## src/hrl_pkg.sv

```systemverilog
// ----------------------------------------------------------------------------
// hrl_pkg
// shared types and constants of the hex record loader
// ----------------------------------------------------------------------------
`default_nettype none

package hrl_pkg;

   localparam logic [7:0] CHAR_COLON   = 8'h3A;
   localparam logic [7:0] CHAR_NEWLINE = 8'h0A;
   localparam logic [7:0] CHAR_ZERO    = 8'h30;
   localparam logic [7:0] CHAR_NINE    = 8'h39;
   localparam logic [7:0] CHAR_UPPER_A = 8'h41;
   localparam logic [7:0] CHAR_UPPER_F = 8'h46;
   localparam logic [7:0] CHAR_LOWER_A = 8'h61;
   localparam logic [7:0] CHAR_LOWER_F = 8'h66;

   localparam logic [2:0] KIND_DATA     = 3'd0;
   localparam logic [2:0] KIND_RANGE    = 3'd1;
   localparam logic [2:0] KIND_CHECKSUM = 3'd2;
   localparam logic [2:0] KIND_END      = 3'd3;
   localparam logic [2:0] KIND_FORMAT   = 3'd4;

   localparam logic [7:0] TYPE_DATA    = 8'h00;
   localparam logic [7:0] TYPE_EOF     = 8'h01;
   localparam logic [7:0] TYPE_SEGMENT = 8'h02;

   // classified character
   typedef struct packed {
      logic       is_hex;
      logic [3:0] nibble;
      logic       is_colon;
      logic       is_newline;
   } hrl_char_type;

   typedef struct packed {
      logic [2:0]  kind;
      logic [31:0] address;
      logic [7:0]  data_byte;
      logic [31:0] range_size;
      logic [15:0] line_number;
      logic        last;
   } hrl_result_type;

endpackage

`default_nettype wire

```

## src/hrl_front.sv

```systemverilog
// ----------------------------------------------------------------------------
// hrl_front
// request side: classifies each character and pushes it into the queue
// ----------------------------------------------------------------------------
`default_nettype none

module hrl_front
   import hrl_pkg::*;
(
   input  wire logic         req_tvalid,
   output logic              req_tready,
   input  wire logic [7:0]   req_tdata,
   input  wire logic         queue_full,
   output logic              queue_push,
   output hrl_char_type      queue_char
);

   logic is_digit;
   logic is_upper;
   logic is_lower;

   always_comb begin
      is_digit = (req_tdata >= CHAR_ZERO) && (req_tdata <= CHAR_NINE);
      is_upper = (req_tdata >= CHAR_UPPER_A) && (req_tdata <= CHAR_UPPER_F);
      is_lower = (req_tdata >= CHAR_LOWER_A) && (req_tdata <= CHAR_LOWER_F);
      queue_char.is_hex     = is_digit || is_upper || is_lower;
      queue_char.nibble     = is_digit ? req_tdata[3:0] : req_tdata[3:0] + 4'd9;
      queue_char.is_colon   = (req_tdata == CHAR_COLON);
      queue_char.is_newline = (req_tdata == CHAR_NEWLINE);
   end

   assign req_tready = !queue_full;
   assign queue_push = req_tvalid && !queue_full;

endmodule

`default_nettype wire

```

## src/hrl_queue.sv

```systemverilog
// ----------------------------------------------------------------------------
// hrl_queue
// short first-in first-out queue of classified characters
// ----------------------------------------------------------------------------
`default_nettype none

module hrl_queue
   import hrl_pkg::*;
#(
   parameter int DEPTH = 4
) (
   input  wire logic         clock,
   input  wire logic         reset,
   input  wire logic         push,
   input  wire hrl_char_type push_char,
   input  wire logic         pop,
   output logic              full,
   output logic              not_empty,
   output hrl_char_type      head_char
);

   localparam int PTR_W = (DEPTH > 1) ? $clog2(DEPTH) : 1;
   localparam int CNT_W = $clog2(DEPTH + 1);
   localparam logic [PTR_W-1:0] PTR_LAST = PTR_W'(DEPTH - 1);
   localparam logic [CNT_W-1:0] CNT_FULL = CNT_W'(DEPTH);

   hrl_char_type     entry_ff [DEPTH];
   logic [PTR_W-1:0] wr_ptr_ff, wr_ptr_in;
   logic [PTR_W-1:0] rd_ptr_ff, rd_ptr_in;
   logic [CNT_W-1:0] count_ff, count_in;

   assign full      = (count_ff == CNT_FULL);
   assign not_empty = (count_ff != '0);
   assign head_char = entry_ff[rd_ptr_ff];

   always_comb begin
      wr_ptr_in = wr_ptr_ff;
      rd_ptr_in = rd_ptr_ff;
      count_in  = count_ff;
      if (push) begin
         wr_ptr_in = (wr_ptr_ff == PTR_LAST) ? '0 : wr_ptr_ff + 1'b1;
      end
      if (pop) begin
         rd_ptr_in = (rd_ptr_ff == PTR_LAST) ? '0 : rd_ptr_ff + 1'b1;
      end
      if (push && !pop) begin
         count_in = count_ff + 1'b1;
      end else if (pop && !push) begin
         count_in = count_ff - 1'b1;
      end
   end

   always_ff @(posedge clock) begin
      if (reset) begin
         wr_ptr_ff <= '0;
         rd_ptr_ff <= '0;
         count_ff  <= '0;
      end else begin
         wr_ptr_ff <= wr_ptr_in;
         rd_ptr_ff <= rd_ptr_in;
         count_ff  <= count_in;
      end
      if (push) begin
         entry_ff[wr_ptr_ff] <= push_char;
      end
   end

endmodule

`default_nettype wire

```

## src/hrl_back.sv

```systemverilog
// ----------------------------------------------------------------------------
// hrl_back
// record parser: walks the record fields, tracks ranges, drives the results
// ----------------------------------------------------------------------------
`default_nettype none

module hrl_back
   import hrl_pkg::*;
(
   input  wire logic         clock,
   input  wire logic         reset,
   input  wire logic         csr_wr_en,
   input  wire logic [31:0]  csr_wr_data,
   input  wire logic         queue_valid,
   input  wire hrl_char_type queue_char,
   output logic              queue_pop,
   input  wire logic         rsp_ready,
   output logic              rsp_valid,
   output hrl_result_type    rsp_result
);

   typedef enum logic [2:0] {
      PH_LINE,
      PH_SKIP,
      PH_LEN,
      PH_OFS,
      PH_TYPE,
      PH_DATA,
      PH_SEG,
      PH_CHK
   } record_phase_type;

   record_phase_type phase_ff, phase_in;
   logic        nib_pending_ff, nib_pending_in;
   logic [3:0]  nib_value_ff, nib_value_in;
   logic [7:0]  body_ff, body_in;
   logic [7:0]  length_ff, length_in;
   logic [15:0] offset_ff, offset_in;
   logic [7:0]  rec_type_ff, rec_type_in;
   logic [7:0]  sum_ff, sum_in;
   logic [15:0] segment_ff, segment_in;
   logic [31:0] next_addr_ff, next_addr_in;
   logic [31:0] range_start_ff, range_start_in;
   logic [31:0] range_count_ff, range_count_in;
   logic        pending_ff, pending_in;
   logic        restart_ff, restart_in;
   logic [15:0] line_ff, line_in;
   logic        stopped_ff, stopped_in;
   logic [31:0] base_ff;
   logic        second_ff, second_in;
   logic        rsp_valid_ff;
   hrl_result_type rsp_ff, rsp_in;

   logic [1:0]  n_res;
   hrl_result_type res0, res1;
   logic [7:0]  byte_val;
   logic [7:0]  sum_new;
   logic [8:0]  body_next;
   logic [31:0] rec_addr;
   logic        can_load;
   logic        commit;
   logic        load_rsp;

   assign can_load   = !rsp_valid_ff || rsp_ready;
   assign rsp_valid  = rsp_valid_ff;
   assign rsp_result = rsp_ff;

   always_comb begin
      phase_in       = phase_ff;
      nib_pending_in = nib_pending_ff;
      nib_value_in   = nib_value_ff;
      body_in        = body_ff;
      length_in      = length_ff;
      offset_in      = offset_ff;
      rec_type_in    = rec_type_ff;
      sum_in         = sum_ff;
      segment_in     = segment_ff;
      next_addr_in   = next_addr_ff;
      range_start_in = range_start_ff;
      range_count_in = range_count_ff;
      pending_in     = pending_ff;
      restart_in     = restart_ff;
      line_in        = line_ff;
      stopped_in     = stopped_ff;
      n_res          = 2'd0;
      res0           = '0;
      res1           = '0;
      res0.line_number = line_ff;
      res1.line_number = line_ff;
      byte_val  = {nib_value_ff, queue_char.nibble};
      sum_new   = sum_ff + byte_val;
      body_next = {1'b0, body_ff} + 9'd1;
      rec_addr  = {12'h000, segment_ff, 4'h0} + {16'h0000, offset_ff} + base_ff;

      if (!stopped_ff) begin
         unique case (phase_ff)
            PH_LINE: begin
               if (line_ff != 16'hFFFF) begin
                  line_in = line_ff + 16'd1;
               end
               if (queue_char.is_colon) begin
                  phase_in       = PH_LEN;
                  nib_pending_in = 1'b0;
                  sum_in         = '0;
                  offset_in      = '0;
               end else if (!queue_char.is_newline) begin
                  phase_in = PH_SKIP;
               end
            end
            PH_SKIP: begin
               if (queue_char.is_newline) begin
                  phase_in = PH_LINE;
               end
            end
            default: begin
               if (!queue_char.is_hex) begin
                  n_res      = 2'd1;
                  res0.kind  = KIND_FORMAT;
                  stopped_in = 1'b1;
               end else if (!nib_pending_ff) begin
                  nib_pending_in = 1'b1;
                  nib_value_in   = queue_char.nibble;
               end else begin
                  nib_pending_in = 1'b0;
                  sum_in         = sum_new;
                  unique case (phase_ff)
                     PH_LEN: begin
                        length_in = byte_val;
                        body_in   = '0;
                        phase_in  = PH_OFS;
                     end
                     PH_OFS: begin
                        offset_in = {offset_ff[7:0], byte_val};
                        body_in   = body_next[7:0];
                        if (body_next >= 9'd2) begin
                           phase_in = PH_TYPE;
                        end
                     end
                     PH_TYPE: begin
                        rec_type_in = byte_val;
                        if (restart_ff || (next_addr_ff != rec_addr)) begin
                           if (pending_ff) begin
                              n_res           = 2'd1;
                              res0.kind       = KIND_RANGE;
                              res0.address    = range_start_ff;
                              res0.range_size = range_count_ff;
                              pending_in      = 1'b0;
                           end
                           range_start_in = rec_addr;
                           next_addr_in   = rec_addr;
                           range_count_in = '0;
                           restart_in     = 1'b0;
                        end
                        body_in = '0;
                        if (byte_val == TYPE_DATA) begin
                           phase_in = (length_ff == 8'd0) ? PH_CHK : PH_DATA;
                        end else if (byte_val == TYPE_SEGMENT) begin
                           phase_in = PH_SEG;
                        end else begin
                           phase_in = PH_CHK;
                        end
                     end
                     PH_DATA: begin
                        n_res          = 2'd1;
                        res0.kind      = KIND_DATA;
                        res0.address   = next_addr_ff;
                        res0.data_byte = byte_val;
                        next_addr_in   = next_addr_ff + 32'd1;
                        if (range_count_ff != 32'hFFFF_FFFF) begin
                           range_count_in = range_count_ff + 32'd1;
                        end
                        pending_in = 1'b1;
                        body_in    = body_next[7:0];
                        if (body_next >= {1'b0, length_ff}) begin
                           phase_in = PH_CHK;
                        end
                     end
                     PH_SEG: begin
                        segment_in = {segment_ff[7:0], byte_val};
                        body_in    = body_next[7:0];
                        if (body_next >= 9'd2) begin
                           phase_in = PH_CHK;
                        end
                     end
                     default: begin
                        if (sum_new != 8'd0) begin
                           n_res      = 2'd1;
                           res0.kind  = KIND_CHECKSUM;
                           stopped_in = 1'b1;
                        end else if (rec_type_ff == TYPE_EOF) begin
                           stopped_in = 1'b1;
                           if (pending_ff) begin
                              n_res           = 2'd2;
                              res0.kind       = KIND_RANGE;
                              res0.address    = range_start_ff;
                              res0.range_size = range_count_ff;
                              res1.kind       = KIND_END;
                              pending_in      = 1'b0;
                           end else begin
                              n_res     = 2'd1;
                              res0.kind = KIND_END;
                           end
                        end else begin
                           phase_in = PH_SKIP;
                        end
                     end
                  endcase
               end
            end
         endcase
      end

      // a character with two results is held in the queue until its second result is loaded
      commit    = queue_valid && can_load && !((n_res == 2'd2) && !second_ff);
      load_rsp  = queue_valid && can_load && (n_res != 2'd0);
      second_in = second_ff;
      rsp_in    = res0;
      if (queue_valid && can_load) begin
         if (n_res == 2'd2) begin
            second_in = !second_ff;
            rsp_in    = second_ff ? res1 : res0;
         end
         rsp_in.last = (n_res != 2'd2) || second_ff;
      end
   end

   assign queue_pop = commit;

   always_ff @(posedge clock) begin
      if (reset) begin
         phase_ff       <= PH_LINE;
         nib_pending_ff <= 1'b0;
         body_ff        <= '0;
         length_ff      <= '0;
         offset_ff      <= '0;
         rec_type_ff    <= '0;
         sum_ff         <= '0;
         segment_ff     <= '0;
         next_addr_ff   <= '0;
         range_start_ff <= '0;
         range_count_ff <= '0;
         pending_ff     <= 1'b0;
         restart_ff     <= 1'b1;
         line_ff        <= '0;
         stopped_ff     <= 1'b0;
         base_ff        <= '0;
         second_ff      <= 1'b0;
         rsp_valid_ff   <= 1'b0;
      end else begin
         if (csr_wr_en) begin
            base_ff <= csr_wr_data;
         end
         if (commit) begin
            phase_ff       <= phase_in;
            nib_pending_ff <= nib_pending_in;
            body_ff        <= body_in;
            length_ff      <= length_in;
            offset_ff      <= offset_in;
            rec_type_ff    <= rec_type_in;
            sum_ff         <= sum_in;
            segment_ff     <= segment_in;
            next_addr_ff   <= next_addr_in;
            range_start_ff <= range_start_in;
            range_count_ff <= range_count_in;
            pending_ff     <= pending_in;
            restart_ff     <= restart_in;
            line_ff        <= line_in;
            stopped_ff     <= stopped_in;
         end
         second_ff <= second_in;
         if (can_load) begin
            rsp_valid_ff <= load_rsp;
         end
      end
      if (commit) begin
         nib_value_ff <= nib_value_in;
      end
      if (load_rsp) begin
         rsp_ff <= rsp_in;
      end
   end

endmodule

`default_nettype wire

```

## src/hex_record_loader.sv

```systemverilog
// ----------------------------------------------------------------------------
// hex_record_loader
// streaming loader for colon hex records, one character per request
// ----------------------------------------------------------------------------
// req channel: one text character per request in req_tdata[7:0]; lines not
// starting with a colon are skipped, records give data bytes with addresses
// segment*16 + offset + base address.
// rsp channel: results with the kind in rsp_tuser and tlast on the final
// result of a character; data bytes, closed ranges, end record and errors.
// csr port: csr_wr_en writes csr_wr_data to the base address; the user must
// write it only while idle, as the block itself does not enforce this.
// throughput: one character per cycle unless the rsp side stalls; the
// character completing an end record that closes an open range is held in the
// queue until both of its results are loaded. a character passes the queue and
// then the parser output register before its first result shows on rsp_tvalid.
// reset: parser back to line start, queue emptied, base address zero.
// after an error or an end record no more results appear until reset, while
// characters are still taken and dropped.
// a stalled rsp side fills the QUEUE_DEPTH entry queue, then drops req_tready.
// ----------------------------------------------------------------------------
`default_nettype none

module hex_record_loader
   import hrl_pkg::*;
#(
   parameter int QUEUE_DEPTH = 4
) (
   input  wire logic         clock,
   input  wire logic         reset,
   input  wire logic         csr_wr_en,
   input  wire logic [31:0]  csr_wr_data,
   input  wire logic         req_tvalid,
   output logic              req_tready,
   input  wire logic [7:0]   req_tdata,    // ch
   output logic              rsp_tvalid,
   input  wire logic         rsp_tready,
   output logic [87:0]       rsp_tdata,    // address, data_byte, range_size, line_number
   output logic [2:0]        rsp_tuser,    // result_kind
   output logic              rsp_tlast
);

   hrl_char_type   push_char;
   hrl_char_type   head_char;
   hrl_result_type result;
   logic           push;
   logic           pop;
   logic           full;
   logic           not_empty;

   hrl_front u_front (
      .req_tvalid (req_tvalid),
      .req_tready (req_tready),
      .req_tdata  (req_tdata),
      .queue_full (full),
      .queue_push (push),
      .queue_char (push_char)
   );

   hrl_queue #(
      .DEPTH (QUEUE_DEPTH)
   ) u_queue (
      .clock     (clock),
      .reset     (reset),
      .push      (push),
      .push_char (push_char),
      .pop       (pop),
      .full      (full),
      .not_empty (not_empty),
      .head_char (head_char)
   );

   hrl_back u_back (
      .clock       (clock),
      .reset       (reset),
      .csr_wr_en   (csr_wr_en),
      .csr_wr_data (csr_wr_data),
      .queue_valid (not_empty),
      .queue_char  (head_char),
      .queue_pop   (pop),
      .rsp_ready   (rsp_tready),
      .rsp_valid   (rsp_tvalid),
      .rsp_result  (result)
   );

   assign rsp_tdata = {result.line_number, result.range_size, result.data_byte, result.address};
   assign rsp_tuser = result.kind;
   assign rsp_tlast = result.last;

endmodule

`default_nettype wire

```

## config.mk

```make
export PLATFORM = sky130hd
export DESIGN_NAME = hex_record_loader
export DESIGN_NICKNAME = d
export VERILOG_FILES = /design/src/hrl_pkg.sv /design/src/hrl_front.sv /design/src/hrl_queue.sv /design/src/hrl_back.sv /design/src/hex_record_loader.sv
export SDC_FILE = /design/constraint.sdc
export NUM_CORES = 1
export LEC_CHECK = 0
export ABC_AREA = 1
export BUFFER_PORTS_ARGS = -buffer_cell sky130_fd_sc_hd__buf_2
export CAP_MARGIN = 25
export CORE_MARGIN = 5
export CORE_UTILIZATION = 35
export DETAILED_ROUTE_END_ITERATION = 6
export GPL_ROUTABILITY_DRIVEN = 1
export PLACE_DENSITY = 0.54
export SYNTH_ARGS = -nofsm -noshare
export SYNTH_HDL_FRONTEND = slang
export SYNTH_SLANG_ARGS = --single-unit
export TNS_END_PERCENT = 20
```

## constraint.sdc

```tcl
create_clock -name clock -period 6.4 [get_ports clock]
set_input_delay 0 -clock clock [delete_from_list [all_inputs] [get_ports clock]]
set_output_delay 0 -clock clock [all_outputs]
set_load 0.01 [all_outputs]
```

==> impl_metrics.xml, run 1 <==
<?xml version="1.0" encoding="UTF-8"?>
<metrics>
  <group name="timing">
    <metric name="relSlewSlack" unit="%">33.2</metric>
    <metric name="hold_viol" unit="">0</metric>
    <metric name="setup_slack" unit="ps">522</metric>
    <metric name="clock_skew" unit="ps">27.6</metric>
    <metric name="timing.final.crit_period" unit="ps">5880</metric>
    <metric name="final.period_utilization" unit="%">91.8</metric>
    <metric name="slew_violations" unit="">0</metric>
    <metric name="timing_worst_slew_pin_value" unit="ps">1000</metric>
    <metric name="setup_violations" unit="">0</metric>
    <metric name="max_freq" unit="MHz">170</metric>
  </group>
  <group name="grt">
    <metric name="gr-usage-all-layers" unit="%">20.1</metric>
    <metric name="grt_start_max_net_pins" unit="">99</metric>
    <metric name="grt_antenna_before_repair" unit="">0</metric>
    <metric name="grt_pass1_wl" unit="µm">97900</metric>
    <metric name="first_global_vias" unit="">17700</metric>
    <metric name="globalRoute.totalOverflow" unit="">0</metric>
  </group>
  <group name="route">
    <metric name="drc_errors" unit="">0</metric>
    <metric name="drtAntennaViolNets" unit="">0</metric>
    <metric name="routed_wire_length_per_instance" unit="µm">17.3</metric>
    <metric name="vias" unit="">18300</metric>
    <metric name="vias_per_cell" unit="">5.09</metric>
    <metric name="detail_route.first_pass.iterations" unit="">5</metric>
    <metric name="detailedRoute.firstIterationViolations" unit="">1239</metric>
    <metric name="route.final.wire_length" unit="µm">62400</metric>
  </group>
  <group name="floorplanning">
    <metric name="starting_density_of_the_core" unit="%">35.4</metric>
    <metric name="fp.dieW" unit="µm">247</metric>
    <metric name="rows" unit="">86</metric>
    <metric name="die_extent_in_y" unit="µm">247</metric>
    <metric name="floorplan.io_pins" unit="">139</metric>
    <metric name="core_area" unit="µm²">55300</metric>
    <metric name="dieArea" unit="µm²">60800</metric>
  </group>
  <group name="synthesis">
    <metric name="synthesis.area" unit="µm²">19600</metric>
    <metric name="synth_compound_area_share" unit="%">13.5</metric>
    <metric name="yosys.area_share.xor_xnor" unit="%">4.16</metric>
    <metric name="asyncSetResetFlopFracSynth" unit="%">0</metric>
    <metric name="synth_enable_flop_cells" unit="">124</metric>
    <metric name="netlist_top_cells_area" unit="">sky130_fd_sc_hd__dfxtp_1 23%, sky130_fd_sc_hd__edfxtp_1 19%, sky130_fd_sc_hd__nand2_1 10%, sky130_fd_sc_hd__inv_1 6.6%, sky130_fd_sc_hd__nor2_1 6.1%</metric>
    <metric name="yosys.area.top_type" unit="">sky130_fd_sc_hd__dfxtp_1</metric>
    <metric name="synth_top_family_by_area" unit="">simple AND/OR/NAND/NOR gates</metric>
    <metric name="flops_latches_synth" unit="">350</metric>
    <metric name="synth.distinct_cells" unit="">58</metric>
    <metric name="syn_nets" unit="">2766</metric>
    <metric name="synthAdderAreaFrac" unit="%">4.62</metric>
    <metric name="synthesis.yosys.warnings" unit="">0</metric>
    <metric name="synth.avg_cell_area" unit="µm²">7.39</metric>
    <metric name="simple_gate_portion_of_the_synthesized_area" unit="%">26.5</metric>
    <metric name="yosys-mux-area-fraction" unit="%">0</metric>
    <metric name="synth_top_area_share" unit="%">23.1</metric>
    <metric name="syn-instance-count" unit="">2651</metric>
    <metric name="dominantRegCellSynth" unit="">sky130_fd_sc_hd__dfxtp_1</metric>
    <metric name="sequential_fraction_of_the_synthesis_area" unit="%">42.1</metric>
  </group>
  <group name="setup_path">
    <metric name="crit_type" unit="">reg2reg</metric>
    <metric name="cp_launch_type" unit="">register</metric>
    <metric name="worst_endpoint_data_arrival_time" unit="ps">6360</metric>
    <metric name="cpMaxStageDelayCell" unit="">sky130_fd_sc_hd__fa_1</metric>
    <metric name="critical-path-top-cell-by-count" unit="">sky130_fd_sc_hd__nand2_1</metric>
    <metric name="worst_path_largest_cell_delay" unit="ps">450</metric>
    <metric name="cp_max_fo" unit="">44</metric>
    <metric name="crit_path_end_kind" unit="">register</metric>
    <metric name="critical_path_required" unit="ps">6880</metric>
  </group>
  <group name="finish">
    <metric name="final_cells" unit="">3607</metric>
    <metric name="post_route_design_area" unit="µm²">23200</metric>
    <metric name="drive_gt1_share" unit="%">10.1</metric>
    <metric name="num-nets-final" unit="">2939</metric>
    <metric name="area_growth" unit="%">18.2</metric>
  </group>
  <group name="cts">
    <metric name="clk_transition_reported_paths" unit="ps">60</metric>
    <metric name="clockBufferDepth" unit="">3</metric>
    <metric name="cts.htree.levels" unit="">2</metric>
    <metric name="clockRootBuffer" unit="">sky130_fd_sc_hd__clkbuf_16</metric>
    <metric name="cts.repair_timing.setup_buffer_count" unit="">0</metric>
    <metric name="cts_sinks" unit="">350</metric>
    <metric name="numCtsBuffers" unit="">42</metric>
    <metric name="clock_latency" unit="ps">580</metric>
    <metric name="cts_tree" unit="">built</metric>
  </group>
  <group name="hold_path">
    <metric name="hold_class" unit="">in2reg</metric>
  </group>
  <group name="pwr">
    <metric name="lkg_pwr" unit="µW">0.00942</metric>
    <metric name="power_per_cell_area" unit="nW/µm²">298</metric>
    <metric name="worst_vdd_ir" unit="mV">0.181</metric>
  </group>
  <group name="placed_design">
    <metric name="preCtsSetupSlack" unit="ps">331</metric>
    <metric name="dp_cells" unit="">3460</metric>
    <metric name="post_place_instance_area" unit="µm²">21000</metric>
    <metric name="port-buffer-count" unit="">138</metric>
    <metric name="gpl.final_weighted_congestion" unit="">0.925</metric>
    <metric name="dp_hpwl" unit="µm">45200</metric>
  </group>
  <group name="flow_run">
    <metric name="cap_violations" unit="">0</metric>
  </group>
  <group name="status">
    <metric name="outcome" unit="">finished, final reports clean</metric>
  </group>
</metrics>
[cell type report]
type,instances,area (µm²)
multi-input combinational,1848,9630
timing repair buffer,226,1570
clock buffer,49,1130
antenna,1,2.50
tap,748,936
inverter,356,1340
clock inverter,29,302
sequential,350,8250
fill,5778,32100
[registers in the layout (all words and copies together) (netlist names), 3 cells and up, named ones only]
register,flops
u_back.sum_ff,8
u_back.line_ff,16
u_back.offset_ff,16
u_back.range_count_ff,32
u_back.length_ff,8
u_back.nib_value_ff,4
u_back.phase_ff,3
u_queue.count_ff,3
u_back.rsp_result,92
u_back.segment_ff,16
u_back.base_ff,32
u_back.range_start_ff,32
u_back.rec_type_ff,8
u_back.next_addr_ff,32
u_back.body_ff,8
u_queue.entry_ff,28
[synthesized netlist by cell type (3+ instances only)]
master	count
sky130_fd_sc_hd__a211oi_2	6
sky130_fd_sc_hd__o21ai_0	146
sky130_fd_sc_hd__a22oi_1	23
sky130_fd_sc_hd__dfxtp_1	226
sky130_fd_sc_hd__nor4_1	26
sky130_fd_sc_hd__nand4_1	59
sky130_fd_sc_hd__o21ai_1	44
sky130_fd_sc_hd__ha_1	66
sky130_fd_sc_hd__clkbuf_1	53
sky130_fd_sc_hd__o211ai_1	9
sky130_fd_sc_hd__xor2_1	74
sky130_fd_sc_hd__nand2_1	538
sky130_fd_sc_hd__nand3_1	130
sky130_fd_sc_hd__a32oi_1	5
sky130_fd_sc_hd__nor3_1	92
sky130_fd_sc_hd__a211oi_1	3
sky130_fd_sc_hd__a31oi_1	4
sky130_fd_sc_hd__nor2_2	6
sky130_fd_sc_hd__buf_6	5
sky130_fd_sc_hd__buf_1	7
sky130_fd_sc_hd__nand3_2	4
sky130_fd_sc_hd__nand2_4	3
sky130_fd_sc_hd__inv_1	342
sky130_fd_sc_hd__inv_2	13
sky130_fd_sc_hd__fa_1	4
sky130_fd_sc_hd__nor2_1	319
sky130_fd_sc_hd__xnor2_1	14
sky130_fd_sc_hd__nor3_2	6
sky130_fd_sc_hd__nor3b_1	6
sky130_fd_sc_hd__a21oi_1	221
sky130_fd_sc_hd__o21bai_1	4
sky130_fd_sc_hd__and2_1	4
sky130_fd_sc_hd__buf_2	31
sky130_fd_sc_hd__edfxtp_1	124
[timing repair]
item	4_1_cts	5_1_grt
hold endpoints to repair	79	0
resized for setup	0	10
endpoints found under the setup margin	0	223
hold buffers	67	0
[worst max-delay path: cells and delay by family (launching register included)]
kind | cells | cell delay (ps)
compound gates | 6 | 1010
simple gates | 19 | 2780
buf+inv | 3 | 400
xor+xnor | 1 | 170
flops | 1 | 350
fa+ha+maj | 3 | 1010
[metrics by stage]
stage | TNS (ps) | utilization (%) | total power (µW) | hold slack, ps
global placement | 0 | 38.0 | 4430 | 222
detailed placement | 0 | 38.0 | 4450 | 231
floorplan | 0 | - | 3850 | 135
global route | -70.6 | 41.9 | 7280 | 283
finish | 0 | 41.9 | 6910 | 266
CTS | 0 | 41.8 | 6990 | 218
[placed cells by master (no fill, tap or decap), types with 5 or more instances in the layout]
| master | netlist | layout |
|---|---|---|
| sky130_fd_sc_hd__a211oi_2 | 6 | 6 |
| sky130_fd_sc_hd__a21oi_1 | 221 | 220 |
| sky130_fd_sc_hd__a22oi_1 | 23 | 23 |
| sky130_fd_sc_hd__a32oi_1 | 5 | 5 |
| sky130_fd_sc_hd__buf_2 | 31 | 138 |
| sky130_fd_sc_hd__buf_4 | 1 | 16 |
| sky130_fd_sc_hd__clkbuf_16 | 0 | 42 |
| sky130_fd_sc_hd__clkbuf_8 | 0 | 5 |
| sky130_fd_sc_hd__clkinv_2 | 0 | 9 |
| sky130_fd_sc_hd__dfxtp_1 | 226 | 226 |
| sky130_fd_sc_hd__dlygate4sd3_1 | 0 | 67 |
| sky130_fd_sc_hd__edfxtp_1 | 124 | 124 |
| sky130_fd_sc_hd__ha_1 | 66 | 65 |
| sky130_fd_sc_hd__inv_1 | 342 | 341 |
| sky130_fd_sc_hd__inv_2 | 13 | 13 |
| sky130_fd_sc_hd__inv_6 | 0 | 6 |
| sky130_fd_sc_hd__nand2_1 | 538 | 538 |
| sky130_fd_sc_hd__nand3_1 | 130 | 128 |
| sky130_fd_sc_hd__nand3_2 | 4 | 5 |
| sky130_fd_sc_hd__nand4_1 | 59 | 59 |
| sky130_fd_sc_hd__nor2_1 | 319 | 316 |
| sky130_fd_sc_hd__nor2_2 | 6 | 8 |
| sky130_fd_sc_hd__nor3_1 | 92 | 91 |
| sky130_fd_sc_hd__nor3_2 | 6 | 7 |
| sky130_fd_sc_hd__nor3b_1 | 6 | 6 |
| sky130_fd_sc_hd__nor4_1 | 26 | 26 |
| sky130_fd_sc_hd__o211ai_1 | 9 | 9 |
| sky130_fd_sc_hd__o21ai_0 | 146 | 145 |
| sky130_fd_sc_hd__o21ai_1 | 44 | 44 |
| sky130_fd_sc_hd__xnor2_1 | 14 | 14 |
| sky130_fd_sc_hd__xor2_1 | 74 | 73 |
[power by group]
group | switching [µW] | internal, µW | total [µW]
clock network | 1020 | 1440 | 2470
registers | 148 | 2580 | 2730
logic | 1200 | 505 | 1710
total | 2370 | 4530 | 6910
[worst paths after layout]
check                             from                       to  slack (ps)  cells after the start
hold reg to reg      u_back.restart_ff        u_back.restart_ff         450                      2
hold / removal         csr_wr_data[23]       u_back.base_ff[23]         270                      4
setup reg to reg  u_back.segment_ff[0]  u_back.next_addr_ff[21]         520                     32
setup / recovery  u_back.segment_ff[0]  u_back.next_addr_ff[21]         520                     32
[logic make-up (layout without fill, tap and decap cells)]
group | count (synthesis) | after routing
and+or+nand+nor | 1205 | 1205
AOI/OAI and AO/OA | 483 | 483
buffers and inverters | 453 | 660
DFF | 350 | 350
xor gates and xnor gates | 90 | 90
adders and majority gates | 70 | 70
other | 0 | 1
[routing by layer]
metal	up-vias	global-route usage (%)	wire [µm]	part of all wire, %
met5	-	0	0	0
met4	0	6.30	1880	3.0
met3	105	2.51	3160	5.1
met2	489	34.0	29300	47
met1	8619	26.8	28100	45
li1	9135	-	-	-
No activity file was read; power rests on OpenSTA's default activity.
==> run 2: changes to the inputs <==
CORE_ASPECT_RATIO = 0.6   (was unset)
==> impl_metrics.xml, run 2 (synthesis results as in run 1) <==
<?xml version="1.0" encoding="UTF-8"?>
<metrics>
  <group name="status">
    <metric name="outcome" unit="">finished, final reports clean</metric>
  </group>
  <group name="pwr">
    <metric name="switchingPower" unit="µW">2390</metric>
    <metric name="power_frac_seq" unit="%">40.3</metric>
    <metric name="power_per_cell_area" unit="nW/µm²">295</metric>
    <metric name="swShare" unit="%">35.5</metric>
    <metric name="worst_vdd_ir" unit="mV">0.157</metric>
    <metric name="clockPowerShare" unit="%">33.3</metric>
    <metric name="p_int" unit="µW">4340</metric>
    <metric name="totalPowerFinal" unit="µW">6740</metric>
    <metric name="power.share.combinational" unit="%">26.4</metric>
    <metric name="lkg_pwr" unit="µW">0.00927</metric>
  </group>
  <group name="floorplanning">
    <metric name="core_area" unit="µm²">55600</metric>
    <metric name="die_extent_in_y" unit="µm">193</metric>
    <metric name="dieArea" unit="µm²">61000</metric>
    <metric name="floorplan.io_pins" unit="">139</metric>
    <metric name="starting_density_of_the_core" unit="%">35.3</metric>
    <metric name="fp.dieW" unit="µm">315</metric>
    <metric name="rows" unit="">67</metric>
  </group>
  <group name="cts">
    <metric name="cts_sinks" unit="">350</metric>
    <metric name="clockBufferDepth" unit="">3</metric>
    <metric name="cts.repair_timing.setup_buffer_count" unit="">0</metric>
    <metric name="clock_latency" unit="ps">560</metric>
    <metric name="cts.htree.levels" unit="">2</metric>
    <metric name="numCtsBuffers" unit="">37</metric>
    <metric name="clk_transition_reported_paths" unit="ps">70</metric>
    <metric name="cts_tree" unit="">built</metric>
    <metric name="clockRootBuffer" unit="">sky130_fd_sc_hd__clkbuf_16</metric>
  </group>
  <group name="hold_path">
    <metric name="holdPathStages" unit="">3</metric>
    <metric name="hold_path.startpoint" unit="">csr_wr_en</metric>
    <metric name="hold_class" unit="">in2reg</metric>
    <metric name="worst_hold_path_ep" unit="">u_back.base_ff[10]</metric>
  </group>
  <group name="setup_path">
    <metric name="worst_endpoint_data_arrival_time" unit="ps">6170</metric>
    <metric name="cpMaxStageDelayCell" unit="">sky130_fd_sc_hd__fa_1</metric>
    <metric name="critical_path_required" unit="ps">6690</metric>
    <metric name="reg2reg_depth" unit="">34</metric>
    <metric name="cp_launch_type" unit="">register</metric>
    <metric name="worst_path_largest_cell_delay" unit="ps">460</metric>
    <metric name="cp_max_fo" unit="">40</metric>
    <metric name="critical-path-top-cell-by-count" unit="">sky130_fd_sc_hd__nand2_1</metric>
    <metric name="crit_path_end_kind" unit="">register</metric>
    <metric name="crit_type" unit="">reg2reg</metric>
    <metric name="timing.rr.start" unit="">u_back.segment_ff[0]</metric>
    <metric name="rr_endpoint" unit="">u_back.rsp_result[64]</metric>
    <metric name="r2r_slack" unit="ps">520</metric>
  </group>
  <group name="flow_run">
    <metric name="cap_violations" unit="">0</metric>
  </group>
  <group name="finish">
    <metric name="total_area_of_multi_input_combinational_cells" unit="µm²">9600</metric>
    <metric name="num-nets-final" unit="">2928</metric>
    <metric name="area_growth" unit="%">16.6</metric>
    <metric name="final_cells" unit="">3601</metric>
    <metric name="drive_gt1_share" unit="%">9.64</metric>
    <metric name="largest_register_ffs" unit="">92</metric>
    <metric name="antenna-diode-count" unit="">0</metric>
    <metric name="regArea" unit="µm²">8250</metric>
    <metric name="num-fill-cells" unit="">5786</metric>
    <metric name="post_route_design_area" unit="µm²">22900</metric>
    <metric name="final_common_cell" unit="">sky130_fd_sc_hd__nand2_1</metric>
    <metric name="layout.cells.most_common_list" unit="">537 x sky130_fd_sc_hd__nand2_1, 341 x sky130_fd_sc_hd__inv_1, 317 x sky130_fd_sc_hd__nor2_1</metric>
  </group>
  <group name="timing">
    <metric name="timing_worst_slew_pin_value" unit="ps">1020</metric>
    <metric name="slew_violations" unit="">0</metric>
    <metric name="max_freq" unit="MHz">170</metric>
    <metric name="timing.final.crit_period" unit="ps">5880</metric>
    <metric name="setup_violations" unit="">0</metric>
    <metric name="unrepaired_setup_endpoints_after_global_routing" unit="">no</metric>
    <metric name="hold_viol" unit="">0</metric>
    <metric name="clock_skew" unit="ps">15.9</metric>
    <metric name="final.period_utilization" unit="%">91.9</metric>
    <metric name="fin_setup_tns" unit="ps">0</metric>
    <metric name="relSlewSlack" unit="%">31.8</metric>
  </group>
  <group name="route">
    <metric name="drc_errors" unit="">0</metric>
    <metric name="drtAntennaViolNets" unit="">0</metric>
    <metric name="vias" unit="">18600</metric>
    <metric name="routed_wire_length_per_instance" unit="µm">18.2</metric>
    <metric name="route.final.wire_length" unit="µm">65700</metric>
    <metric name="detail_route.first_pass.iterations" unit="">5</metric>
    <metric name="vias_per_cell" unit="">5.15</metric>
    <metric name="detailedRoute.firstIterationViolations" unit="">1854</metric>
  </group>
  <group name="placed_design">
    <metric name="gpl.final_weighted_congestion" unit="">0.933</metric>
    <metric name="dp_hpwl" unit="µm">48800</metric>
    <metric name="port-buffer-count" unit="">138</metric>
    <metric name="post_place_instance_area" unit="µm²">21000</metric>
    <metric name="dp_cells" unit="">3475</metric>
  </group>
  <group name="grt">
    <metric name="grt_pass1_wl" unit="µm">102000</metric>
    <metric name="grt_antenna_before_repair" unit="">1</metric>
    <metric name="gr-usage-all-layers" unit="%">20.9</metric>
    <metric name="first_global_vias" unit="">17600</metric>
    <metric name="grt_start_max_net_pins" unit="">83</metric>
    <metric name="globalRoute.totalOverflow" unit="">0</metric>
  </group>
</metrics>
==> run 2: final cells by class <==
| cell class | count | share of cell area (%) |
|---|---|---|
| inverters | 356 | 5.88 |
| repair buffers | 220 | 6.52 |
| clock buffers | 43 | 4.24 |
| multi-input cells | 1848 | 42.0 |
| clock inverters | 25 | 1.12 |
| flip-flops and latches | 350 | 36.1 |
| well taps | 759 | 4.16 |
==> run 2: what timing repair did <==
action / in CTS / in global routing
gates resized for setup: 0 / 6
endpoints found under the setup margin: 0 / 172
hold buffers: 58 / 0
endpoints found under the hold margin: 62 / 0
==> run 2: metal layers <==
| metal | vias to the layer above | track usage [%] | routed length [µm] |
|---|---|---|---|
| met5 | - | 0 | 0 |
| met4 | 0 | 3.07 | 863 |
| met3 | 72 | 4.26 | 4970 |
| met2 | 575 | 29.4 | 26300 |
| met1 | 8815 | 33.2 | 33600 |
| li1 | 9096 | - | - |
==> run 2: worst max-delay path by stage <==
stage,start,endpoint,slack [ps]
2_1_floorplan,u_back.offset_ff[4],u_back.rsp_result[0],50
3_3_place_gp,u_back.segment_ff[0],u_back.rsp_result[64],310
3_5_place_dp,u_back.segment_ff[0],u_back.rsp_result[64],210
4_1_cts,u_back.segment_ff[0],u_back.rsp_result[14],210
5_1_grt,u_back.segment_ff[6],u_back.rsp_result[14],6
6_report,u_back.segment_ff[0],u_back.rsp_result[64],520
==> run 2: worst max-delay path, delay by kind of cell, from the launching register on <==
kind / cells / cell delay (ps)
and+or+nand+nor: 20 / 2520
adders and majority gates: 3 / 1030
AOI/OAI and AO/OA: 6 / 1000
buffers and inverters: 4 / 520
DFF: 1 / 360
xor gates and xnor gates: 1 / 170
==> run 2: power by group through the flow <==
stage	sequential [µW]	combinational [µW]	clock, µW
after floorplan	2790	1060	0
after CTS	2720	1760	2300
after global placement	2760	1690	0
final	2720	1780	2240
after global routing	2740	1970	2380
after detailed placement	2760	1720	0
==> run 2: stage by stage <==
stage | setup WS [ps] | utilization (%) | hold WS (ps)
5_1_grt | 5.63 | 41.1 | 36.5
6_report | 516 | 41.1 | 5.50
2_1_floorplan | 52.5 | - | 135
3_3_place_gp | 308 | 37.8 | 231
4_1_cts | 205 | 41.1 | 4.41
3_5_place_dp | 208 | 37.8 | 235
